## src/design/ssf_pkg.sv

```systemverilog
package ssf_pkg;

  localparam int DT_BITS = 16;

  typedef enum logic [2:0] {
    ST_IDLE,
    ST_LOAD,
    ST_MUL,
    ST_FIN,
    ST_SETTLE
  } state_t;

  typedef enum logic [1:0] {
    OP_RATE,
    OP_TARGET,
    OP_DELTA,
    OP_EASE
  } op_t;

  typedef enum logic [2:0] {
    REG_TARGET_ALPHA    = 3'd0,
    REG_EASE_ALPHA_AWAY = 3'd1,
    REG_EASE_ALPHA_BACK = 3'd2,
    REG_ON_RATE_UP      = 3'd3,
    REG_OFF_RATE_UP     = 3'd4,
    REG_ON_RATE_DOWN    = 3'd5,
    REG_OFF_RATE_DOWN   = 3'd6
  } reg_idx_t;

  typedef struct packed {
    logic capture;
    logic load;
    logic mul;
    logic fin;
    logic settle;
    op_t  op;
  } dp_cmd_t;

  typedef struct packed {
    logic jump;
  } dp_status_t;

endpackage

```

## src/design/ssf_regs.sv

```systemverilog
module ssf_regs import ssf_pkg::*; #(
  parameter int VALUE_WIDTH = 32,
  parameter int ALPHA_BITS = 16,
  localparam int DATA_W = (VALUE_WIDTH - 1 > 32) ? 64 : 32,
  localparam int STRIDE_LOG = (DATA_W == 64) ? 3 : 2,
  localparam int ADDR_W = STRIDE_LOG + 3
) (
  input  logic                   clk,
  input  logic                   rst,
  input  logic                   psel,
  input  logic                   penable,
  input  logic                   pwrite,
  input  logic [ADDR_W-1:0]      paddr,
  input  logic [DATA_W-1:0]      pwdata,
  output logic [DATA_W-1:0]      prdata,
  output logic                   pready,
  output logic [ALPHA_BITS:0]    target_alpha,
  output logic [ALPHA_BITS:0]    ease_alpha_away,
  output logic [ALPHA_BITS:0]    ease_alpha_back,
  output logic [VALUE_WIDTH-2:0] on_rate_up,
  output logic [VALUE_WIDTH-2:0] off_rate_up,
  output logic [VALUE_WIDTH-2:0] on_rate_down,
  output logic [VALUE_WIDTH-2:0] off_rate_down
);

  reg_idx_t idx;
  logic     wr;

  assign idx = reg_idx_t'(paddr[ADDR_W-1:STRIDE_LOG]);
  assign pready = 1'b1;
  assign wr = psel && penable && pwrite && pready;

  always_ff @(posedge clk) begin
    if (rst) begin
      target_alpha    <= '0;
      ease_alpha_away <= '0;
      ease_alpha_back <= '0;
      on_rate_up      <= '0;
      off_rate_up     <= '0;
      on_rate_down    <= '0;
      off_rate_down   <= '0;
    end else if (wr) begin
      case (idx)
        REG_TARGET_ALPHA:    target_alpha    <= pwdata[ALPHA_BITS:0];
        REG_EASE_ALPHA_AWAY: ease_alpha_away <= pwdata[ALPHA_BITS:0];
        REG_EASE_ALPHA_BACK: ease_alpha_back <= pwdata[ALPHA_BITS:0];
        REG_ON_RATE_UP:      on_rate_up      <= pwdata[VALUE_WIDTH-2:0];
        REG_OFF_RATE_UP:     off_rate_up     <= pwdata[VALUE_WIDTH-2:0];
        REG_ON_RATE_DOWN:    on_rate_down    <= pwdata[VALUE_WIDTH-2:0];
        REG_OFF_RATE_DOWN:   off_rate_down   <= pwdata[VALUE_WIDTH-2:0];
        default: ;
      endcase
    end
  end

  always_comb begin
    case (idx)
      REG_TARGET_ALPHA:    prdata = DATA_W'(target_alpha);
      REG_EASE_ALPHA_AWAY: prdata = DATA_W'(ease_alpha_away);
      REG_EASE_ALPHA_BACK: prdata = DATA_W'(ease_alpha_back);
      REG_ON_RATE_UP:      prdata = DATA_W'(on_rate_up);
      REG_OFF_RATE_UP:     prdata = DATA_W'(off_rate_up);
      REG_ON_RATE_DOWN:    prdata = DATA_W'(on_rate_down);
      REG_OFF_RATE_DOWN:   prdata = DATA_W'(off_rate_down);
      default:             prdata = '0;
    endcase
  end

endmodule

```

## src/design/ssf_ctrl.sv

```systemverilog
module ssf_ctrl import ssf_pkg::*; #(
  parameter int VALUE_WIDTH = 32
) (
  input  logic       clk,
  input  logic       rst,
  input  logic       in_valid,
  input  logic       command,
  output logic       in_ready,
  input  logic       out_ready,
  output logic       out_valid,
  input  dp_status_t status,
  output dp_cmd_t    cmd
);

  localparam int NCH = (VALUE_WIDTH + 31) / 32;
  localparam int CNT_W = (NCH > 1) ? $clog2(NCH) : 1;

  state_t           state, state_next;
  op_t              op, op_next;
  logic [CNT_W-1:0] cnt, cnt_next;
  logic             out_valid_next;

  always_ff @(posedge clk) begin
    if (rst) begin
      state     <= ST_IDLE;
      op        <= OP_RATE;
      cnt       <= '0;
      out_valid <= 1'b0;
    end else begin
      state     <= state_next;
      op        <= op_next;
      cnt       <= cnt_next;
      out_valid <= out_valid_next;
    end
  end

  always_comb begin
    state_next = state;
    op_next    = op;
    cnt_next   = cnt;
    in_ready   = 1'b0;
    cmd        = '0;
    cmd.op     = op;
    case (state)
      ST_IDLE: begin
        in_ready = 1'b1;
        if (in_valid) begin
          cmd.capture = 1'b1;
          op_next     = OP_RATE;
          state_next  = command ? ST_SETTLE : ST_LOAD;
        end
      end
      ST_LOAD: begin
        cmd.load = 1'b1;
        cnt_next = '0;
        if (op == OP_EASE && status.jump) begin
          state_next = ST_SETTLE;
        end else begin
          state_next = ST_MUL;
        end
      end
      ST_MUL: begin
        cmd.mul = 1'b1;
        if (cnt == CNT_W'(NCH - 1)) begin
          state_next = ST_FIN;
        end else begin
          cnt_next = cnt + 1'b1;
        end
      end
      ST_FIN: begin
        cmd.fin = 1'b1;
        if (op == OP_EASE) begin
          state_next = ST_SETTLE;
        end else begin
          op_next    = op_t'(2'(op) + 2'd1);
          state_next = ST_LOAD;
        end
      end
      ST_SETTLE: begin
        if (!out_valid || out_ready) begin
          cmd.settle = 1'b1;
          state_next = ST_IDLE;
        end
      end
      default: state_next = ST_IDLE;
    endcase
    out_valid_next = cmd.settle | (out_valid & ~out_ready);
  end

endmodule

```

## src/design/ssf_datapath.sv

```systemverilog
module ssf_datapath import ssf_pkg::*; #(
  parameter int VALUE_WIDTH = 32,
  parameter int ALPHA_BITS = 16
) (
  input  logic                          clk,
  input  logic                          rst,
  input  dp_cmd_t                       cmd,
  output dp_status_t                    status,
  input  logic                          command,
  input  logic signed [VALUE_WIDTH-1:0] target_value,
  input  logic [DT_BITS-1:0]            time_step,
  input  logic                          forward_dir,
  input  logic [ALPHA_BITS:0]           target_alpha,
  input  logic [ALPHA_BITS:0]           ease_alpha_away,
  input  logic [ALPHA_BITS:0]           ease_alpha_back,
  input  logic [VALUE_WIDTH-2:0]        on_rate_up,
  input  logic [VALUE_WIDTH-2:0]        off_rate_up,
  input  logic [VALUE_WIDTH-2:0]        on_rate_down,
  input  logic [VALUE_WIDTH-2:0]        off_rate_down,
  output logic signed [VALUE_WIDTH-1:0] smoothed_value
);

  localparam int W   = VALUE_WIDTH;
  localparam int NCH = (W + 31) / 32;
  localparam int CH  = (W + NCH - 1) / NCH;
  localparam int MW  = NCH * CH;
  localparam int CW  = (ALPHA_BITS + 1 > DT_BITS) ? ALPHA_BITS + 1 : DT_BITS;
  localparam int PW  = MW + CW + 1;
  localparam int RW  = W + 3;
  localparam int SW  = W + 4;

  function automatic logic signed [W-1:0] sat_w(input logic signed [SW-1:0] x);
    logic fits;
    fits = (x[SW-1:W-1] == '0) || (x[SW-1:W-1] == '1);
    if (fits) begin
      return x[W-1:0];
    end else if (x[SW-1]) begin
      return {1'b1, {(W-1){1'b0}}};
    end else begin
      return {1'b0, {(W-1){1'b1}}};
    end
  endfunction

  function automatic logic [W-1:0] abs_w(input logic signed [W-1:0] x);
    return x[W-1] ? W'(-x) : W'(x);
  endfunction

  logic                 cmd_q, fwd_q;
  logic signed [W-1:0]  tgt_q, pft, step, val, delta;
  logic [DT_BITS-1:0]   dt_q;
  logic [W-1:0]         lim;
  logic [MW-1:0]        mag_op;
  logic [CW-1:0]        coef_op;
  logic                 neg_op;
  logic [PW-1:0]        acc;

  logic                 val_neg, val_pos, tgt_neg, tgt_pos, is_up, opp, val_beyond;
  logic [W-2:0]         on_r, off_r, rate_sel;
  logic signed [W-1:0]  opa, opb;
  logic signed [W:0]    diff;
  logic [W:0]           diff_abs;
  logic [W-1:0]         delta_abs, step_abs;
  logic                 use_away;
  logic [MW-1:0]        mag_sel;
  logic [CW-1:0]        coef_sel;
  logic                 neg_sel;
  logic [CH-1:0]        chunk;
  logic [CH+CW-1:0]     prod;
  logic [PW-1:0]        rnd_a, rnd_t;
  logic [W+1:0]         r_mag;
  logic signed [RW-1:0] r_val;
  logic signed [SW-1:0] base, sum;
  logic signed [W-1:0]  sum_sat;
  logic [W-1:0]         mv;
  logic signed [SW-1:0] mv_s, moved;
  logic signed [W-1:0]  val_new;

  always_comb begin
    val_neg    = val[W-1];
    val_pos    = !val_neg && (val != '0);
    tgt_neg    = tgt_q[W-1];
    tgt_pos    = !tgt_neg && (tgt_q != '0);
    is_up      = (!val_neg) == fwd_q;
    on_r       = is_up ? on_rate_up : on_rate_down;
    off_r      = is_up ? off_rate_up : off_rate_down;
    opp        = (val_neg && tgt_pos) || (val_pos && tgt_neg);
    val_beyond = abs_w(val) > abs_w(tgt_q);
    if (opp) begin
      rate_sel = (on_r > off_r) ? on_r : off_r;
    end else if (val_beyond) begin
      rate_sel = off_r;
    end else begin
      rate_sel = on_r;
    end
  end

  always_comb begin
    case (cmd.op)
      OP_TARGET: begin
        opa = tgt_q;
        opb = pft;
      end
      OP_DELTA: begin
        opa = pft;
        opb = val;
      end
      default: begin
        opa = delta;
        opb = step;
      end
    endcase
    diff        = $signed({opa[W-1], opa}) - $signed({opb[W-1], opb});
    diff_abs    = diff[W] ? (W+1)'(-diff) : (W+1)'(diff);
    delta_abs   = abs_w(delta);
    step_abs    = abs_w(step);
    status.jump = !((delta_abs > step_abs) || (delta[W-1] != step[W-1]));
    use_away    = (val[W-1] == delta[W-1]);
    case (cmd.op)
      OP_RATE: begin
        mag_sel  = MW'(rate_sel);
        coef_sel = CW'(dt_q);
        neg_sel  = 1'b0;
      end
      OP_TARGET, OP_DELTA: begin
        mag_sel  = MW'(diff_abs[W-1:0]);
        coef_sel = CW'(target_alpha);
        neg_sel  = diff[W];
      end
      default: begin
        mag_sel  = MW'(diff_abs[W-1:0]);
        coef_sel = use_away ? CW'(ease_alpha_away) : CW'(ease_alpha_back);
        neg_sel  = diff[W];
      end
    endcase
  end

  assign chunk = mag_op[MW-1 -: CH];
  assign prod  = (CH+CW)'(chunk) * (CH+CW)'(coef_op);

  always_comb begin
    rnd_a = acc + (PW'(1) << (ALPHA_BITS - 1));
    rnd_t = acc + (PW'(1) << (DT_BITS - 1));
    r_mag = rnd_a[ALPHA_BITS +: W+2];
    r_val = neg_op ? -$signed({1'b0, r_mag}) : $signed({1'b0, r_mag});
    case (cmd.op)
      OP_TARGET: base = SW'(pft);
      OP_EASE:   base = SW'(step);
      default:   base = '0;
    endcase
    sum     = base + SW'(r_val);
    sum_sat = sat_w(sum);
  end

  always_comb begin
    mv      = (step_abs > lim) ? lim : step_abs;
    mv_s    = $signed(SW'(mv));
    moved   = SW'(val) + (step[W-1] ? -mv_s : mv_s);
    val_new = cmd_q ? tgt_q : sat_w(moved);
  end

  always_ff @(posedge clk) begin
    if (rst) begin
      pft  <= '0;
      step <= '0;
      val  <= '0;
    end else begin
      if (cmd.fin && cmd.op == OP_TARGET) begin
        pft <= sum_sat;
      end else if (cmd.settle && cmd_q) begin
        pft <= '0;
      end
      if (cmd.load && cmd.op == OP_EASE && status.jump) begin
        step <= delta;
      end else if (cmd.fin && cmd.op == OP_EASE) begin
        step <= sum_sat;
      end else if (cmd.settle && cmd_q) begin
        step <= '0;
      end
      if (cmd.settle) begin
        val <= val_new;
      end
    end
  end

  always_ff @(posedge clk) begin
    if (cmd.capture) begin
      cmd_q <= command;
      tgt_q <= target_value;
      dt_q  <= time_step;
      fwd_q <= forward_dir;
    end
    if (cmd.load) begin
      mag_op  <= mag_sel;
      coef_op <= coef_sel;
      neg_op  <= neg_sel;
      acc     <= '0;
    end else if (cmd.mul) begin
      acc    <= (acc << CH) + PW'(prod);
      mag_op <= mag_op << CH;
    end
    if (cmd.fin && cmd.op == OP_RATE) begin
      lim <= rnd_t[DT_BITS +: W];
    end
    if (cmd.fin && cmd.op == OP_DELTA) begin
      delta <= sum_sat;
    end
    if (cmd.settle) begin
      smoothed_value <= val_new;
    end
  end

endmodule

```

## src/design/smoothed_setpoint_slew_filter_core.sv

```systemverilog
// Smoothed setpoint slew filter in signed fixed point. Each update transaction runs an EMA of
// the target, scales the gap from the current value to that EMA by the target alpha to form
// a delta, eases a step toward that delta, and moves the setpoint by the step clipped to a
// direction- and overshoot-dependent speed limit times time_step; a reset transaction loads
// the setpoint and clears both filters. Coefficients and rate limits come from APB registers.
// One shared multiplier does four products per update (rate limit, target EMA, delta, step
// easing), each a load step, one multiply step per magnitude chunk, NCH = ceil(VALUE_WIDTH/32)
// chunks in all, and a finish step; the easing product stops after its load when the step
// snaps to the delta. A settle step then presents the result; a reset goes to it straight
// from acceptance. The next transaction can be taken in the same cycle that a result is
// presented. One transaction is in flight at a time, and the result register lets the next
// one be taken while a finished result waits.
module smoothed_setpoint_slew_filter_core import ssf_pkg::*; #(
  parameter int VALUE_WIDTH = 32,
  parameter int ALPHA_BITS = 16,
  localparam int DATA_W = (VALUE_WIDTH - 1 > 32) ? 64 : 32,
  localparam int ADDR_W = (DATA_W == 64) ? 6 : 5
) (
  input  logic                          clk,
  input  logic                          rst,
  input  logic                          psel,
  input  logic                          penable,
  input  logic                          pwrite,
  input  logic [ADDR_W-1:0]             paddr,
  input  logic [DATA_W-1:0]             pwdata,
  output logic [DATA_W-1:0]             prdata,
  output logic                          pready,
  input  logic                          in_valid,
  output logic                          in_ready,
  input  logic                          command,
  input  logic signed [VALUE_WIDTH-1:0] target_value,
  input  logic [DT_BITS-1:0]            time_step,
  input  logic                          forward_dir,
  output logic                          out_valid,
  input  logic                          out_ready,
  output logic signed [VALUE_WIDTH-1:0] smoothed_value
);

  logic [ALPHA_BITS:0]    target_alpha, ease_alpha_away, ease_alpha_back;
  logic [VALUE_WIDTH-2:0] on_rate_up, off_rate_up, on_rate_down, off_rate_down;
  dp_cmd_t                cmd;
  dp_status_t             status;

  ssf_regs #(
    .VALUE_WIDTH(VALUE_WIDTH),
    .ALPHA_BITS (ALPHA_BITS)
  ) u_regs (
    .clk            (clk),
    .rst            (rst),
    .psel           (psel),
    .penable        (penable),
    .pwrite         (pwrite),
    .paddr          (paddr),
    .pwdata         (pwdata),
    .prdata         (prdata),
    .pready         (pready),
    .target_alpha   (target_alpha),
    .ease_alpha_away(ease_alpha_away),
    .ease_alpha_back(ease_alpha_back),
    .on_rate_up     (on_rate_up),
    .off_rate_up    (off_rate_up),
    .on_rate_down   (on_rate_down),
    .off_rate_down  (off_rate_down)
  );

  ssf_ctrl #(
    .VALUE_WIDTH(VALUE_WIDTH)
  ) u_ctrl (
    .clk      (clk),
    .rst      (rst),
    .in_valid (in_valid),
    .command  (command),
    .in_ready (in_ready),
    .out_ready(out_ready),
    .out_valid(out_valid),
    .status   (status),
    .cmd      (cmd)
  );

  ssf_datapath #(
    .VALUE_WIDTH(VALUE_WIDTH),
    .ALPHA_BITS (ALPHA_BITS)
  ) u_datapath (
    .clk            (clk),
    .rst            (rst),
    .cmd            (cmd),
    .status         (status),
    .command        (command),
    .target_value   (target_value),
    .time_step      (time_step),
    .forward_dir    (forward_dir),
    .target_alpha   (target_alpha),
    .ease_alpha_away(ease_alpha_away),
    .ease_alpha_back(ease_alpha_back),
    .on_rate_up     (on_rate_up),
    .off_rate_up    (off_rate_up),
    .on_rate_down   (on_rate_down),
    .off_rate_down  (off_rate_down),
    .smoothed_value (smoothed_value)
  );

endmodule

```

## config.mk

```make
export PLATFORM = sky130hd
export DESIGN_NAME = smoothed_setpoint_slew_filter_core
export DESIGN_NICKNAME = d
export VERILOG_FILES = /design/src/design/ssf_pkg.sv /design/src/design/ssf_regs.sv /design/src/design/ssf_ctrl.sv /design/src/design/ssf_datapath.sv /design/src/design/smoothed_setpoint_slew_filter_core.sv
export SDC_FILE = /design/constraint.sdc
export NUM_CORES = 2
export LEC_CHECK = 0
export BUFFER_PORTS_ARGS = -buffer_cell sky130_fd_sc_hd__buf_2
export CORE_UTILIZATION = 40
export CTS_BUF_LIST = sky130_fd_sc_hd__clkbuf_4 sky130_fd_sc_hd__clkbuf_8
export DETAILED_ROUTE_END_ITERATION = 7
export GPL_TIMING_DRIVEN = 0
export PLACE_DENSITY_LB_ADDON = 0.2
export SLEW_MARGIN = 20
export SYNTH_ARGS = -nofsm -noshare
export SYNTH_HDL_FRONTEND = slang
export SYNTH_SLANG_ARGS = --single-unit
```

## constraint.sdc

```tcl
create_clock -name clk -period 12.5 [get_ports clk]
set_input_delay 1.875 -clock clk [delete_from_list [all_inputs] [get_ports clk]]
set_output_delay 1.875 -clock clk [all_outputs]
set_load 0.01 [all_outputs]
```

==> impl_metrics.py <==
metrics = {
    "floorplan": {
        "core_area_sq_mm": 0.136,
        "core.rowCount": 135,
        "die_w_um": 373,
        "design.die.area_sq_mm": 0.139,
        "num_io_pins": 161,
        "initial_core_util": 0.405,
        "die_y_um": 373,
    },
    "synth": {
        "synth-seq-cells": 523,
        "synth_fp_nets": 7571,
        "yosysTopAreaCell": "fa_1",
        "yosys-top-cells-area": "fa_1, dfxtp_1, edfxtp_1",
        "synth_edf_count": 196,
        "synthDistinctLibCells": 90,
        "yosys.area.top_type_share": 0.170,
        "netlist_area_sq_mm": 0.0552,
        "yosysWarningCount": 0,
        "synth_area_per_cell_sq_um": 8.34,
        "seq_area_frac_synth": 0.225,
        "synthCells": 6615,
        "async_flop_share": 0,
        "ys.flop_type": "dfxtp_1",
    },
    "sta": {
        "finalClockSkew_ns": 0.0706,
        "hold_viol": 0,
        "period_minus_slack_ns": 11.81,
        "max-slew-margin-rel": 0.176,
        "worstMarginPinSlew_ns": 1.22,
        "rsz0062_at_grt": "no",
        "max_freq_mhz": 84.7,
        "report.final.slew_viol_count": 0,
        "finalSetupViolations": 0,
        "period_share": 0.945,
    },
    "placement": {
        "place_area_sq_mm": 0.0583,
        "port_buffers": 153,
        "gp_congestion": 1.00,
        "hpwl_mm": 181,
    },
    "clock_network": {
        "cts_buffers": 96,
        "cts_buffer_depth": 3,
        "clk_pin_slew_ns": 0.07,
        "cts.sinks": 523,
        "insertion_delay_ns": 0.83,
        "root_buffer": "clkbuf_8",
        "cts_tree": "done",
        "htree_levels": 3,
    },
    "cells_and_area": {
        "fill_cells": 13700,
        "fin_util": 0.445,
        "final_cell_mix": "nand2_1, inv_1, fa_1",
        "design_area_sq_mm": 0.0606,
        "syn_to_final_growth_pct": 9.82,
        "fin_nets": 7826,
        "final_common_cell": "nand2_1",
        "drive_gt1_frac": 0.0703,
    },
    "critical_path": {
        "crit_top_cell": "nand2_1",
        "cp_slowest_cell": "or4_1",
        "max_stage_delay_ns": 0.57,
        "arrival_ns": 12.41,
        "r2r_setup_slack_ns": 0.69,
        "cp.required_ns": 13.10,
        "timing.rr.start": "u_datapath.step[0]$_SDFFE_PP0P_",
        "cp-end-kind": "flip-flop",
        "critPathMaxFanout": 19,
        "r2r_cells": 41,
        "startpoint_type": "flip-flop",
        "r2r_end": "u_datapath.smoothed_value[12]$_DFFE_PP_",
        "worstSetupPathType": "flip-flop to flip-flop",
    },
    "drt": {
        "first_pass_iters": 6,
        "vias_per_cell": 5.86,
        "ant_nets": 0,
        "vias": 51100,
        "drt-initial-drc-count": 5256,
        "wire_per_inst_um": 25.6,
        "drt_wl_total_mm": 224,
        "drcViolationCount": 0,
    },
    "min_path": {
        "min_path_type": "flip-flop to flip-flop",
        "min_path_cells": 2,
        "hp-start": "u_datapath.acc[13]$_SDFFE_PN0P_",
        "min_to": "u_datapath.acc[13]$_SDFFE_PN0P_",
    },
    "global_route": {
        "grt_pass1_vias": 49700,
        "grtUsageTotal": 0.315,
        "grt_overflow_total": 0,
        "grt_max_degree": 52,
        "antenna_found_initial": 12,
        "grt_pass1_wl_mm": 327,
    },
    "outcome": {
        "status": "finished clean",
    },
    "job": {
        "cap_violations": 0,
    },
}
## timing repair
item,CTS,global route
resized for setup,11,16
setup endpoints to repair,64,64
buffers inserted,0,0
hold buffers,0,0
## through the flow
step,std cells,worst slack (ns),setup TNS (ns),hold WS [ns]
floorplan,6615,2.57,0,0.429
finish,8730,0.692,0,0.468
global placement,8549,-2.06,-116.41,0.443
CTS,8723,0.0851,0,0.463
detailed placement,8555,-2.01,-113.91,0.456
global route,8724,0.116,0,0.482
## cell type report
| class | instances | area, sq um | area share |
|---|---|---|---|
| Timing Repair Buffer | 159 | 891 | 0.0147 |
| Buffer | 396 | 1550 | 0.0256 |
| Clock buffer | 124 | 1560 | 0.0257 |
| Clock inverter | 45 | 592 | 0.00977 |
| Tap cell | 1781 | 2230 | 0.0368 |
| Sequential cell | 523 | 12400 | 0.205 |
| Inverter | 622 | 2340 | 0.0385 |
| Antenna cell | 8 | 20.0 | 0.000330 |
| Multi-Input combinational cell | 5072 | 39000 | 0.643 |
## kinds of logic after synthesis
| logic type | count (synthesis) | share of synthesized area |
|---|---|---|
| buf+inv | 1020 | 0.0703 |
| xor+xnor | 371 | 0.0591 |
| simple gates | 2200 | 0.184 |
| mux | 118 | 0.0239 |
| compound gates | 1519 | 0.178 |
| fa+ha+maj | 862 | 0.259 |
| other cells | 2 | 0.000136 |
| flops | 523 | 0.225 |
## critical path, delay by kind of cell, from the launching register on
kind            cells  cell delay [ns]
buf+inv             7             2.09
flops               1             0.31
simple gates       18             4.49
xor+xnor            3             0.80
compound gates      9             2.44
fa+ha+maj           4             1.41
## metal layers
layer  share of wire  GRT usage  vias up
met5        0.000058          0        -
li1                -          -    23100
met3           0.097     0.0685      402
met4           0.044      0.125        2
met1            0.43      0.440    25200
met2            0.43      0.471     2407
## synthesized netlist by cell type (45+ instances only)
library cell     n
o41ai_1         45
nor3_1          68
nand4_1         47
o31ai_1         63
mux2_2          45
o21ai_0        292
and2_1         225
xnor2_1        246
clkbuf_1       354
nor2_1         304
fa_1           469
a21o_1          98
a211oi_1        47
inv_1          620
ha_1           393
nand2_1       1121
mux2i_1         66
xor2_1         124
or3_1           54
nand3_1         86
o211ai_1        51
a21oi_1        465
or2_2           50
a22o_1          45
edfxtp_1       196
dfxtp_1        327
a22oi_1        141
nor2b_1         65
## worst max path at each step
stage | from | endpoint | slack [ns]
after detailed placement | u_datapath.step[31]$_SDFFE_PP0P_ | u_datapath.smoothed_value[2]$_DFFE_PP_ | -2.01
after global routing | u_datapath.step[17]$_SDFFE_PP0P_ | u_datapath.smoothed_value[12]$_DFFE_PP_ | 0.12
after floorplan | u_datapath.step[31]$_SDFFE_PP0P_ | u_datapath.val[10]$_SDFFE_PP0P_ | 2.57
after CTS | u_datapath.step[31]$_SDFFE_PP0P_ | u_datapath.smoothed_value[2]$_DFFE_PP_ | 0.09
final | u_datapath.step[0]$_SDFFE_PP0P_ | u_datapath.smoothed_value[12]$_DFFE_PP_ | 0.69
after global placement | u_datapath.step[31]$_SDFFE_PP0P_ | u_datapath.smoothed_value[2]$_DFFE_PP_ | -2.06
## flip-flops by register name, indices dropped and copies added (netlist names), 3 cells and up
name,count
u_regs.off_rate_down,31
u_datapath.coef_op,17
u_datapath.val,32
u_datapath.acc,50
u_datapath.smoothed_value,32
u_regs.on_rate_down,31
u_datapath.tgt_q,32
u_regs.off_rate_up,31
u_datapath.lim,32
u_regs.ease_alpha_back,17
u_datapath.step,32
u_regs.ease_alpha_away,17
u_datapath.chunk,32
u_regs.target_alpha,17
u_ctrl.state,3
u_datapath.pft,32
u_datapath.delta,32
u_regs.on_rate_up,31
u_datapath.dt_q,16
Power is not shown: default switching activity piles up to over one toggle a cycle in this logic, so the estimate is an artifact.
